<file path="src/hdl/wbss_pkg.sv">
// Package for the wildcard byte signature scanner.
// Holds shared widths, parameter defaults and the register index codes.
// No dependencies.
`default_nettype none

package wbss_pkg;

   // parameter defaults
   localparam int MAX_PATTERN_DEF  = 16;
   localparam int ADDRESS_BITS_DEF = 48;

   // fixed field widths
   localparam int LEN_BITS       = 5;
   localparam int PATTERN_BITS   = 128;
   localparam int CARE_BITS      = 16;
   localparam int CSR_INDEX_BITS = 3;
   localparam int CSR_DATA_BITS  = 64;

   // register indexes of the csr write channel
   typedef enum logic [CSR_INDEX_BITS-1:0] {
      REG_PATTERN_LOW  = 3'd0,
      REG_PATTERN_HIGH = 3'd1,
      REG_CARE_MASK    = 3'd2,
      REG_PATTERN_LEN  = 3'd3,
      REG_RANGE_START  = 3'd4,
      REG_RANGE_END    = 3'd5
   } csr_reg_type;

endpackage

`default_nettype wire

</file>
<file path="src/hdl/wbss_match.sv">
// Window compare and range check for the signature scanner.
// Purely combinational; uses wbss_pkg for widths.
`default_nettype none

module wbss_match #(
   parameter int MAX_PATTERN  = wbss_pkg::MAX_PATTERN_DEF,
   parameter int ADDRESS_BITS = wbss_pkg::ADDRESS_BITS_DEF
) (
   input  wire logic [7:0]                      win [MAX_PATTERN],
   input  wire logic [wbss_pkg::LEN_BITS-1:0]     fill,
   input  wire logic [wbss_pkg::PATTERN_BITS-1:0] pattern,
   input  wire logic [wbss_pkg::CARE_BITS-1:0]    care,
   input  wire logic [wbss_pkg::LEN_BITS-1:0]     len_raw,
   input  wire logic [ADDRESS_BITS-1:0]           addr,
   input  wire logic [ADDRESS_BITS-1:0]           range_start,
   input  wire logic [ADDRESS_BITS-1:0]           range_end,
   output logic                                   hit,
   output logic [ADDRESS_BITS-1:0]                start_addr
);

   localparam int IW = (MAX_PATTERN > 1) ? $clog2(MAX_PATTERN) : 1;

   logic [wbss_pkg::LEN_BITS-1:0] used_len;
   logic [ADDRESS_BITS-1:0]       len_a;
   logic                          bytes_ok;
   logic [IW-1:0]                 widx;

   // clamp length to 1..MAX_PATTERN
   always_comb begin
      priority if (len_raw == '0) begin
         used_len = wbss_pkg::LEN_BITS'(1);
      end else if (len_raw > wbss_pkg::LEN_BITS'(MAX_PATTERN)) begin
         used_len = wbss_pkg::LEN_BITS'(MAX_PATTERN);
      end else begin
         used_len = len_raw;
      end
   end

   // pattern byte j against window byte len-1-j; wildcards always pass
   always_comb begin
      bytes_ok = 1'b1;
      widx     = '0;
      for (int j = 0; j < MAX_PATTERN; j++) begin
         if ((wbss_pkg::LEN_BITS'(j) < used_len) && care[j]) begin
            widx = IW'(used_len - wbss_pkg::LEN_BITS'(1) - wbss_pkg::LEN_BITS'(j));
            if (win[widx] != pattern[8*j +: 8]) begin
               bytes_ok = 1'b0;
            end
         end
      end
   end

   // start address wraps; range test decides
   assign len_a      = ADDRESS_BITS'(used_len);
   assign start_addr = addr - (len_a - ADDRESS_BITS'(1));
   assign hit        = (fill >= used_len) && bytes_ok && (range_end >= len_a)
                       && (start_addr >= range_start)
                       && (start_addr <= range_end - len_a);

endmodule

`default_nettype wire

</file>
<file path="src/hdl/wbss_skid.sv">
// Output register plus one skid entry for the scanner result channel.
// Generic width; no package use.
`default_nettype none

module wbss_skid #(
   parameter int WIDTH = 48
) (
   input  wire logic             clock,
   input  wire logic             reset,
   input  wire logic             in_valid,
   input  wire logic [WIDTH-1:0] in_data,
   output logic                  in_ready,
   output logic                  out_valid,
   output logic [WIDTH-1:0]      out_data,
   input  wire logic             out_ready
);

   logic             out_valid_ff, out_valid_in;
   logic             skid_valid_ff, skid_valid_in;
   logic [WIDTH-1:0] out_data_ff, out_data_in;
   logic [WIDTH-1:0] skid_data_ff, skid_data_in;
   logic             take;

   assign take      = out_valid_ff && out_ready;
   assign in_ready  = !skid_valid_ff;
   assign out_valid = out_valid_ff;
   assign out_data  = out_data_ff;

   // next state of the two entries
   always_comb begin
      out_valid_in  = out_valid_ff;
      skid_valid_in = skid_valid_ff;
      out_data_in   = out_data_ff;
      skid_data_in  = skid_data_ff;
      priority if (skid_valid_ff) begin
         if (take) begin
            out_data_in   = skid_data_ff;
            skid_valid_in = 1'b0;
         end
      end else if (in_valid) begin
         if (!out_valid_ff || take) begin
            out_data_in  = in_data;
            out_valid_in = 1'b1;
         end else begin
            skid_data_in  = in_data;
            skid_valid_in = 1'b1;
         end
      end else if (take) begin
         out_valid_in = 1'b0;
      end
   end

   always_ff @(posedge clock) begin
      if (reset) begin
         out_valid_ff  <= 1'b0;
         skid_valid_ff <= 1'b0;
      end else begin
         out_valid_ff  <= out_valid_in;
         skid_valid_ff <= skid_valid_in;
      end
      out_data_ff  <= out_data_in;
      skid_data_ff <= skid_data_in;
   end

endmodule

`default_nettype wire

</file>
<file path="src/hdl/wildcard_byte_signature_scan_core.sv">
// Wildcard byte signature scanner, top level.
// Depends on wbss_pkg, wbss_match and wbss_skid.
//
// Usage: while req_tready is high, memory bytes arrive one word per cycle
// on the req_ stream with their address; tuser carries the region flags.
// The block keeps a window of the newest bytes of the current region,
// compares it with the pattern (care mask bits of zero are wildcards) and,
// on a match whose start lies in [range_start, range_end - length], sends
// the start address on rsp_. Bytes that cause no match produce no rsp_ word.
// Registers are written over csr_ (always ready) while the block is idle;
// the user must keep to that, as the block itself does not enforce it.
// Throughput: one byte per cycle while req_tready is high. The window update
// and compare sit between the req_ handshake and the output register.
// Stall: an output register plus one skid entry hold results; the skid
// entry fills when a match arrives while the receiver stalls a full output
// register, and req_tready stays low for as long as the skid entry is full.
// Reset: window emptied, registers to their reset values, rsp_ empty.
`default_nettype none

module wildcard_byte_signature_scan_core #(
   parameter int MAX_PATTERN  = wbss_pkg::MAX_PATTERN_DEF,
   parameter int ADDRESS_BITS = wbss_pkg::ADDRESS_BITS_DEF
) (
   input  wire logic clock,
   input  wire logic reset,
   // input stream
   input  wire logic                                 req_tvalid,
   output logic                                      req_tready,
   // tdata: data_byte[7:0], byte_address[ADDRESS_BITS+7:8], zero pad
   input  wire logic [((ADDRESS_BITS+15)/8)*8-1:0]   req_tdata,
   // tuser: region_first[0], region_scannable[1]
   input  wire logic [1:0]                           req_tuser,
   // result stream
   output logic                                      rsp_tvalid,
   input  wire logic                                 rsp_tready,
   // tdata: match_address[ADDRESS_BITS-1:0], zero pad
   output logic [((ADDRESS_BITS+7)/8)*8-1:0]         rsp_tdata,
   // register writes
   input  wire logic                                 csr_valid,
   output logic                                      csr_ready,
   input  wire logic [wbss_pkg::CSR_INDEX_BITS-1:0]  csr_index,
   input  wire logic [wbss_pkg::CSR_DATA_BITS-1:0]   csr_data
);

   localparam int OUT_W = ((ADDRESS_BITS + 7) / 8) * 8;
   localparam int LB    = wbss_pkg::LEN_BITS;

   // registers
   logic [63:0]                         pattern_low_ff, pattern_high_ff;
   logic [wbss_pkg::CARE_BITS-1:0]      care_mask_ff;
   logic [LB-1:0]                       pattern_len_ff;
   logic [ADDRESS_BITS-1:0]             range_start_ff, range_end_ff;

   // window state; index 0 is the newest byte
   logic [7:0]              window_ff [MAX_PATTERN];
   logic [7:0]              window_in [MAX_PATTERN];
   logic [LB-1:0]           fill_ff, fill_in, fill_base;

   logic [7:0]              data_byte;
   logic [ADDRESS_BITS-1:0] byte_address;
   logic                    region_first, region_scannable;
   logic                    accept, hit;
   logic [ADDRESS_BITS-1:0] start_addr, rsp_addr;

   assign data_byte        = req_tdata[7:0];
   assign byte_address     = req_tdata[8 +: ADDRESS_BITS];
   assign region_first     = req_tuser[0];
   assign region_scannable = req_tuser[1];
   assign accept           = req_tvalid && req_tready;
   assign csr_ready        = 1'b1;

   // register file; unknown indexes are dropped
   always_ff @(posedge clock) begin
      if (reset) begin
         pattern_low_ff  <= '0;
         pattern_high_ff <= '0;
         care_mask_ff    <= '1;
         pattern_len_ff  <= LB'(1);
         range_start_ff  <= '0;
         range_end_ff    <= '1;
      end else if (csr_valid && csr_ready) begin
         unique case (csr_index)
            wbss_pkg::REG_PATTERN_LOW:  pattern_low_ff  <= csr_data;
            wbss_pkg::REG_PATTERN_HIGH: pattern_high_ff <= csr_data;
            wbss_pkg::REG_CARE_MASK:    care_mask_ff    <= csr_data[wbss_pkg::CARE_BITS-1:0];
            wbss_pkg::REG_PATTERN_LEN:  pattern_len_ff  <= csr_data[LB-1:0];
            wbss_pkg::REG_RANGE_START:  range_start_ff  <= ADDRESS_BITS'(csr_data);
            wbss_pkg::REG_RANGE_END:    range_end_ff    <= ADDRESS_BITS'(csr_data);
            default: ;
         endcase
      end
   end

   // window shift and fill count
   always_comb begin
      fill_base    = region_first ? '0 : fill_ff;
      window_in[0] = data_byte;
      for (int i = 1; i < MAX_PATTERN; i++) begin
         window_in[i] = window_ff[i-1];
      end
      fill_in = (fill_base < LB'(MAX_PATTERN)) ? fill_base + LB'(1) : fill_base;
   end

   always_ff @(posedge clock) begin
      if (reset) begin
         fill_ff <= '0;
      end else if (accept) begin
         fill_ff <= region_scannable ? fill_in : '0;
      end
      if (accept && region_scannable) begin
         window_ff <= window_in;
      end
   end

   wbss_match #(
      .MAX_PATTERN  (MAX_PATTERN),
      .ADDRESS_BITS (ADDRESS_BITS)
   ) u_match (
      .win         (window_in),
      .fill        (fill_in),
      .pattern     ({pattern_high_ff, pattern_low_ff}),
      .care        (care_mask_ff),
      .len_raw     (pattern_len_ff),
      .addr        (byte_address),
      .range_start (range_start_ff),
      .range_end   (range_end_ff),
      .hit         (hit),
      .start_addr  (start_addr)
   );

   wbss_skid #(
      .WIDTH (ADDRESS_BITS)
   ) u_skid (
      .clock     (clock),
      .reset     (reset),
      .in_valid  (accept && region_scannable && hit),
      .in_data   (start_addr),
      .in_ready  (req_tready),
      .out_valid (rsp_tvalid),
      .out_data  (rsp_addr),
      .out_ready (rsp_tready)
   );

   assign rsp_tdata = OUT_W'(rsp_addr);

   // checks
   a_fill_bound: assert property (@(posedge clock) disable iff (reset)
      fill_ff <= LB'(MAX_PATTERN))
      else $error("window fill above depth");

   a_unscannable_clears: assert property (@(posedge clock) disable iff (reset)
      accept && !region_scannable |=> fill_ff == '0)
      else $error("unscannable byte did not empty window");

   a_stall_blocks_input: assert property (@(posedge clock) disable iff (reset)
      !req_tready |-> rsp_tvalid)
      else $error("input blocked with no pending result");

endmodule

`default_nettype wire

</file>
<file path="config.mk">
export PLATFORM = sky130hd
export DESIGN_NAME = wildcard_byte_signature_scan_core
export DESIGN_NICKNAME = d
export VERILOG_FILES = /design/src/hdl/wbss_pkg.sv /design/src/hdl/wbss_match.sv /design/src/hdl/wbss_skid.sv /design/src/hdl/wildcard_byte_signature_scan_core.sv
export SDC_FILE = /design/constraint.sdc
export NUM_CORES = 1
export LEC_CHECK = 0
export BUFFER_PORTS_ARGS = -buffer_cell sky130_fd_sc_hd__buf_2
export CORE_UTILIZATION = 45
export CTS_BUF_LIST = sky130_fd_sc_hd__clkbuf_4 sky130_fd_sc_hd__clkbuf_8
export DETAILED_ROUTE_END_ITERATION = 8
export SYNTH_ARGS = -nofsm -noshare
export SYNTH_HDL_FRONTEND = slang
export SYNTH_HIERARCHICAL = 1
export SYNTH_SLANG_ARGS = --single-unit
</file>
<file path="constraint.sdc">
create_clock -name clock -period 11.32 [get_ports clock]
set_input_delay 2.264 -clock clock [delete_from_list [all_inputs] [get_ports clock]]
set_output_delay 2.264 -clock clock [all_outputs]
set_load 0.02 [all_outputs]
</file>
; ---- Yosys cells after proc, flatten, opt, wreduce, memory -nomap -nowiden
; Cells that the tools add are included.
[totals]
reg_bits = 468
inputBits = 130
out_inout_bits = 51
elab_cells = 262
[classes]
addsub = 20
order_cmp = 38
n_eq_ne = 23
n_mux = 96
bitwise_logic = 18
n_reduce_logical = 41
[op_table]
columns = operator, n
row1 = $bmux W8 S4, 16
row2 = $mux W8, 32
row3 = $mux W48, 4
row4 = $ne A8 B8 Y1, 16
row5 = $ge A5 B5 Y1 const B, 16
row6 = $not A4 Y5, 16
row7 = $ge A48 B48 Y1, 1
row8 = $ge A48 B5 Y1, 1
row9 = $le A48 B48 Y1, 1
row10 = $sub A48 B48 Y48, 1
row11 = $sub A48 B5 Y48, 1
row12 = $lt A4 B5 Y1 const A, 8
row13 = $mux W1, 39
row14 = $sub A4 B4 Y4 const B, 8
row15 = $mux W5, 5
row16 = $logic_and A1 B1 Y1, 24
row17 = $lt A3 B5 Y1 const A, 4
row18 = $sub A4 B3 Y4 const B, 4
row19 = $reduce_and A2 Y1, 6
row20 = $lt A1 B5 Y1 const A, 2
row21 = $lt A2 B5 Y1 const A, 2
row22 = $reduce_and A3 Y1, 3
row23 = $sub A4 B1 Y4 const B, 2
row24 = $sub A4 B2 Y4 const B, 2
row25 = 15 further kinds, 22

; ---- Longest topological paths before layout
[depth]
depth_word = 48
mapped_depth = 39
mapped_depth_nobuf = 34

; ---- Cells and area by module
; Netlist, hierarchy kept.
[modules_own_cells]
columns = module, instances, cells_each, area_per_inst_um2, seq_area_each_um2
row1 = wbss_match, 1, 1610, 14116.0, 0.0
row2 = wildcard_byte_signature_scan_core, 1, 1231, 12530.8, 8608.3
row3 = wbss_skid, 1, 163, 3779.9, 2922.8

; ---- Least setup slack after synthesis
; Ideal clock, no wire load.
[synth_path]
path_kind = register to register
startpoint = reg pattern_len_ff[4]
endpoint = reg u_skid.out_data_ff[0] (netlist: u_skid/out_data[0]), enable pin
setup_time_ns = 0.470
t_arrival_ns = 10.028
t_required_ns = 10.850
setup_slack_ns = 0.822
stages_incl_launch_ff = 31
path_buffers = 4
synth_period_minus_slack_ns = 10.498
path_cell_list = dfxtp_1 > inv_2 > nand2_1 > clkbuf_1 > clkbuf_1 > clkbuf_1 > ha_1 > nand3_1 > ha_1 > clkbuf_1 > nand4_1 > or2_2 > o311ai_1 > a21o_1 > a31oi_2 > o21ai_1 > a311oi_2 > o31ai_1 > xor2_1 > ha_1 > and4_1 > a21oi_1 > nand2_1 > a221oi_1 > o221ai_1 > a211oi_1 > nand4_1 > nor4_2 > and2_1 > mux2i_1 > a21oi_1
[synth_via]
elab_cells_between_ends = 178
classes_between = 19 x add/sub / 21 x order compare / 16 x eq/ne / 82 x mux / 16 x bitwise / 24 x reduce/logical
[synth_lines]
columns = item, line
row1 = start: declaration, wildcard_byte_signature_scan_core.sv:51  ; logic [LB-1:0] pattern_len_ff;
row2 = start signal: assignment, wildcard_byte_signature_scan_core.sv:86  ; wbss_pkg::REG_PATTERN_LEN: pattern_len_ff <= csr_data[LB-1:0];
row3 = $gt A5 B5 Y1, wbss_match.sv:32  ; end else if (len_raw > wbss_pkg::LEN_BITS'(MAX_PATTERN)) begin
row4 = $mux W5, wbss_match.sv:32
row5 = $mux W5 *, wbss_match.sv:30  ; priority if (len_raw == '0) begin
row6 = $sub A5 B1 Y6 *, wbss_match.sv:55  ; assign start_addr = addr - (len_a - ADDRESS_BITS'(1));
row7 = $sub A48 B48 Y48 *, wbss_match.sv:55
row8 = named net start_addr[40], wildcard_byte_signature_scan_core.sv:63  ; logic [ADDRESS_BITS-1:0] start_addr, rsp_addr;
row9 = $ge A48 B48 Y1, wbss_match.sv:57  ; && (start_addr >= range_start)
row10 = $logic_and A1 B1 Y1, wbss_match.sv:57
row11 = $logic_and A1 B1 Y1 *, wbss_match.sv:58  ; && (start_addr <= range_end - len_a);
row12 = named net hit, wildcard_byte_signature_scan_core.sv:62  ; logic accept, hit;
row13 = $logic_and A1 B1 Y1 *, wildcard_byte_signature_scan_core.sv:136  ; .in_valid (accept && region_scannable && hit),
row14 = $reduce_bool A2 Y1 (no source line) *, --
row15 = $reduce_and A3 Y1 (no source line) *, --
row16 = end signal: assignment, wbss_skid.sv:61  ; out_data_ff <= out_data_in;
row17 = end: declaration, wbss_skid.sv:20  ; logic [WIDTH-1:0] out_data_ff, out_data_in;
; The timed path passes the listed nets; every way through them passes the cells marked *. The select of a mux whose other input is x is not followed.
; A chain may end at the register's enable or synchronous reset.

; ---- Worst setup path after layout
[layout_path]
startpoint = reg pattern_len_ff[3]
endpoint = reg u_skid.out_data_ff[41] (netlist: u_skid/out_data[41]), enable pin
; Same word-level chain as after synthesis.

==> key figures <==
Outcome
  – Status: complete, no violations

Worst setup path
  – Slowest stage delay, CP: about 0.95 ns
  – Max FO, Critical Path: 48
  – Worst r2r src: pattern_len_ff[3]$_SDFFE_PP0P_
  – Reg-to-reg slack, setup: 1.45 ns
  – CP Capture Point: u_skid/out_data[41]$_DFFE_PP_
  – Worst setup SP type: register
  – CP arrival: just over 10 ns
  – Reg2reg path depth: 30
  – Crit Path Category: reg2reg
  – Critical Path Source: pattern_len_ff[3]$_SDFFE_PP0P_
  – CP Capture Type: register
  – Worst path slowest cell: nand3_2
  – Worst Path Required: 11.63 ns
  – End of the worst register-to-register path: u_skid/out_data[41]$_DFFE_PP_

Layout
  – Synth-to-Final Area Change: 10.6%
  – Share of layout cells above drive strength 1: approximately a fifth
  – Filler cells: 6023
  – Multi-input gate area: between 15000 and 20000 um2
  – Finished Layout Cells: 4056
  – Reg area: 11500 um2
  – Post-layout nets: approximately 3400
  – Commonest non-fill, non-tap cells in the layout: 519 x nand2_1, 309 x a21oi_1, 251 x dfxtp_1, 216 x edfxtp_1, 197 x mux2i_1
  – Most common cell after layout, fill and taps aside: nand2_1
  – Final core utilization: approximately 51%

Detailed routing
  – Antenna-violating nets left: 0
  – Vias per cell: between 5 and 6
  – Via count: 24302
  – Drt pass-1 iters: 6
  – Routed wire length: 92.9 mm
  – DRC: 0
  – DRT iter0 DRCs: approximately 2200
  – WL/cell: between 20 and 25 um

Floorplan
  – Row count: 94
  – Die area: between 60000 and 70000 um2
  – Number of top-level pins: about 180
  – Placeable core area: 66300 um2
  – Chip Width: between 200 and 300 um
  – Die Y-Extent: approximately 260 um
  – Starting Density: between 40 and 50%

Synthesis
  – Distinct cells, synth: 85
  – Post-Synthesis Cells: roughly 3000
  – Register area share after synthesis: 37.9%
  – Seq cells post-synth: 468
  – Yosys warning total: 6
  – Synth Cell Area: a little over 30000 um2
  – EDFF count, synth: between 200 and 250
  – Ys async rst share: 0%
  – Syn_nets: 3299
  – Mean Syn Cell Area: approximately 10 um2
  – Ys flop type: dfxtp_1

Timing
  – Final hold vios: 0
  – Slew Viols, Final: 0
  – Min Clock Period, post-route: around 10 ns
  – Unrepaired setup endpoints after global routing: no
  – Final setup TNS: 0 ns
  – Period utilisation layout: 87.2%
  – Worst Max-Slew Pin Slew: roughly 1.2 ns
  – Slew HR: between 20 and 25%
  – Max Freq: 101 MHz
  – Skew final: 0.0500 ns
  – Final setup violation count: 0

Place
  – IO Port Bufs: 179
  – Gp weighted congestion: slightly below 1
  – DP HPWL: 67.3 mm
  – Placed Instances: 3892

GRT
  – GR Util All Layers: between 20% and 30%
  – Pin count of the biggest net entering global routing: between 100 and 150
  – Initial antenna violation count: 2
  – First-pass GRT wire length: between 100 and 150 mm
  – Vias in the first global route: roughly 23000
  – Total grt overflow: 0

CTS
  – Num CTS Buffers: 87
  – Setup Fix Bufs, Post-CTS: 0
  – Clock Sink Count: ~470
  – Htree depth: 3
  – Post-cts resize count: 0
  – Clock Latency Late Sink: between 0.6 and 0.7 ns
  – CTS Buffer Depth: 3
  – Clk slew on worst S/H paths: 0.06 ns
  – Root Buffer: clkbuf_8
  – Count of hold-fix buffers inserted at cts: 0
  – CTS tree: yes

Power
  – Worst IR Drop VDD: roughly 0.000073 V
  – Power density over the cells: approximately 130 nW/um2
  – Cell leakage power: 12.2 nW

Hold path
  – Hold crit path type: reg2reg
  – Hold Path Stages: 2

Job
  – Max-cap violations: 0
==> final cells by class <==
| cell class | count | area share, % |
|---|---|---|
| multi-input cells | 2276 | 52.6 |
| flip-flops and latches | 468 | 34.3 |
| clock buffers | 145 | 5.31 |
| well taps | 864 | 3.21 |
| diodes | 1 | 0.00743 |
| clock inverters | 18 | 0.375 |
| inverters | 78 | 0.907 |
| repair buffers | 206 | 3.29 |
==> worst min path at each step <==
stage	start	endpoint	slack, ns
after floorplan	range_start_ff[10]$_SDFFE_PP0P_	range_start_ff[10]$_SDFFE_PP0P_	0.44
after global placement	range_start_ff[15]$_SDFFE_PP0P_	range_start_ff[15]$_SDFFE_PP0P_	0.44
after detailed placement	range_start_ff[25]$_SDFFE_PP0P_	range_start_ff[25]$_SDFFE_PP0P_	0.45
after CTS	range_start_ff[25]$_SDFFE_PP0P_	range_start_ff[25]$_SDFFE_PP0P_	0.45
after global routing	range_start_ff[38]$_SDFFE_PP0P_	range_start_ff[38]$_SDFFE_PP0P_	0.47
final	range_start_ff[21]$_SDFFE_PP0P_	range_start_ff[21]$_SDFFE_PP0P_	0.45
==> cell usage after synthesis, types with 47 or more instances <==
master | number | area, um2
xor2_1 | 47 | 412
edfxtp_1 | 216 | 6490
mux4_2 | 142 | 3200
nand4_1 | 56 | 350
a21o_1 | 74 | 556
a21oi_1 | 310 | 1550
mux2_4 | 47 | 706
nor3_1 | 82 | 410
ha_1 | 163 | 2040
dfxtp_1 | 252 | 5040
nor2_1 | 118 | 443
clkbuf_1 | 88 | 330
mux2i_1 | 197 | 1970
inv_1 | 72 | 270
nand2_1 | 520 | 1950
xnor2_1 | 180 | 1580
==> through the flow <==
stage | worst slack, ns | hold WS (ns) | power, W | area, um2
2_1_floorplan | 0.822 | 0.436 | 0.00247 | 30400
3_3_place_gp | 1.85 | 0.442 | 0.00272 | 31700
3_5_place_dp | 1.64 | 0.447 | 0.00274 | 31700
4_1_cts | 1.60 | 0.454 | 0.00452 | 33700
5_1_grt | 0.785 | 0.470 | 0.00468 | 33700
6_report | 1.45 | 0.453 | 0.00450 | 33700
==> critical path, delay by kind of cell (launching register included) <==
family,cells,cell delay (ns)
multiplexers,1,0.12
AO/OA/AOI/OAI,11,2.73
AND/OR/NAND/NOR,13,3.45
buffers and inverters,2,0.95
flip-flops,1,0.52
adder cells (fa/ha/maj),2,1.16
XOR/XNOR,1,0.41
==> logic make-up after synthesis <==
kind of cell / after synthesis / share of synthesized area [%]
adder cells (fa/ha/maj): 167 / 6.90
flip-flops: 468 / 37.9
AND/OR/NAND/NOR: 936 / 13.9
other: 1 / 0.0123
buffers and inverters: 260 / 4.14
XOR/XNOR: 231 / 6.79
AO/OA/AOI/OAI: 549 / 10.8
multiplexers: 392 / 19.5
==> power by group <==
group	switching, W	internal (W)	leakage, nW
clock	0.000761	0.00102	1.03
sequential	0.0000364	0.00182	4.03
combinational	0.000495	0.000362	7.19
==> per-layer routing <==
metal | share of wire (%) | GRT usage, % | vias up
met5 | 0 | 0 | -
met4 | 5.2 | 13.7 | 0
met3 | 7.3 | 4.67 | 217
met2 | 47 | 43.8 | 986
met1 | 41 | 34.2 | 11896
li1 | - | - | 11203
==> sequential cells by signal, indices dropped and copies added (netlist names) <==
| register | flops |
|---|---|
| u_skid/out_valid | 1 |
| window_ff | 120 |
| range_end_ff | 48 |
| pattern_len_ff | 5 |
| pattern_high_ff | 64 |
| pattern_low_ff | 64 |
| care_mask_ff | 16 |
| u_skid/skid_valid_ff | 1 |
| u_skid/out_data | 48 |
| u_skid/skid_data_ff | 48 |
| fill_ff | 5 |
| range_start_ff | 48 |
Power figures use the tool's default switching activity.
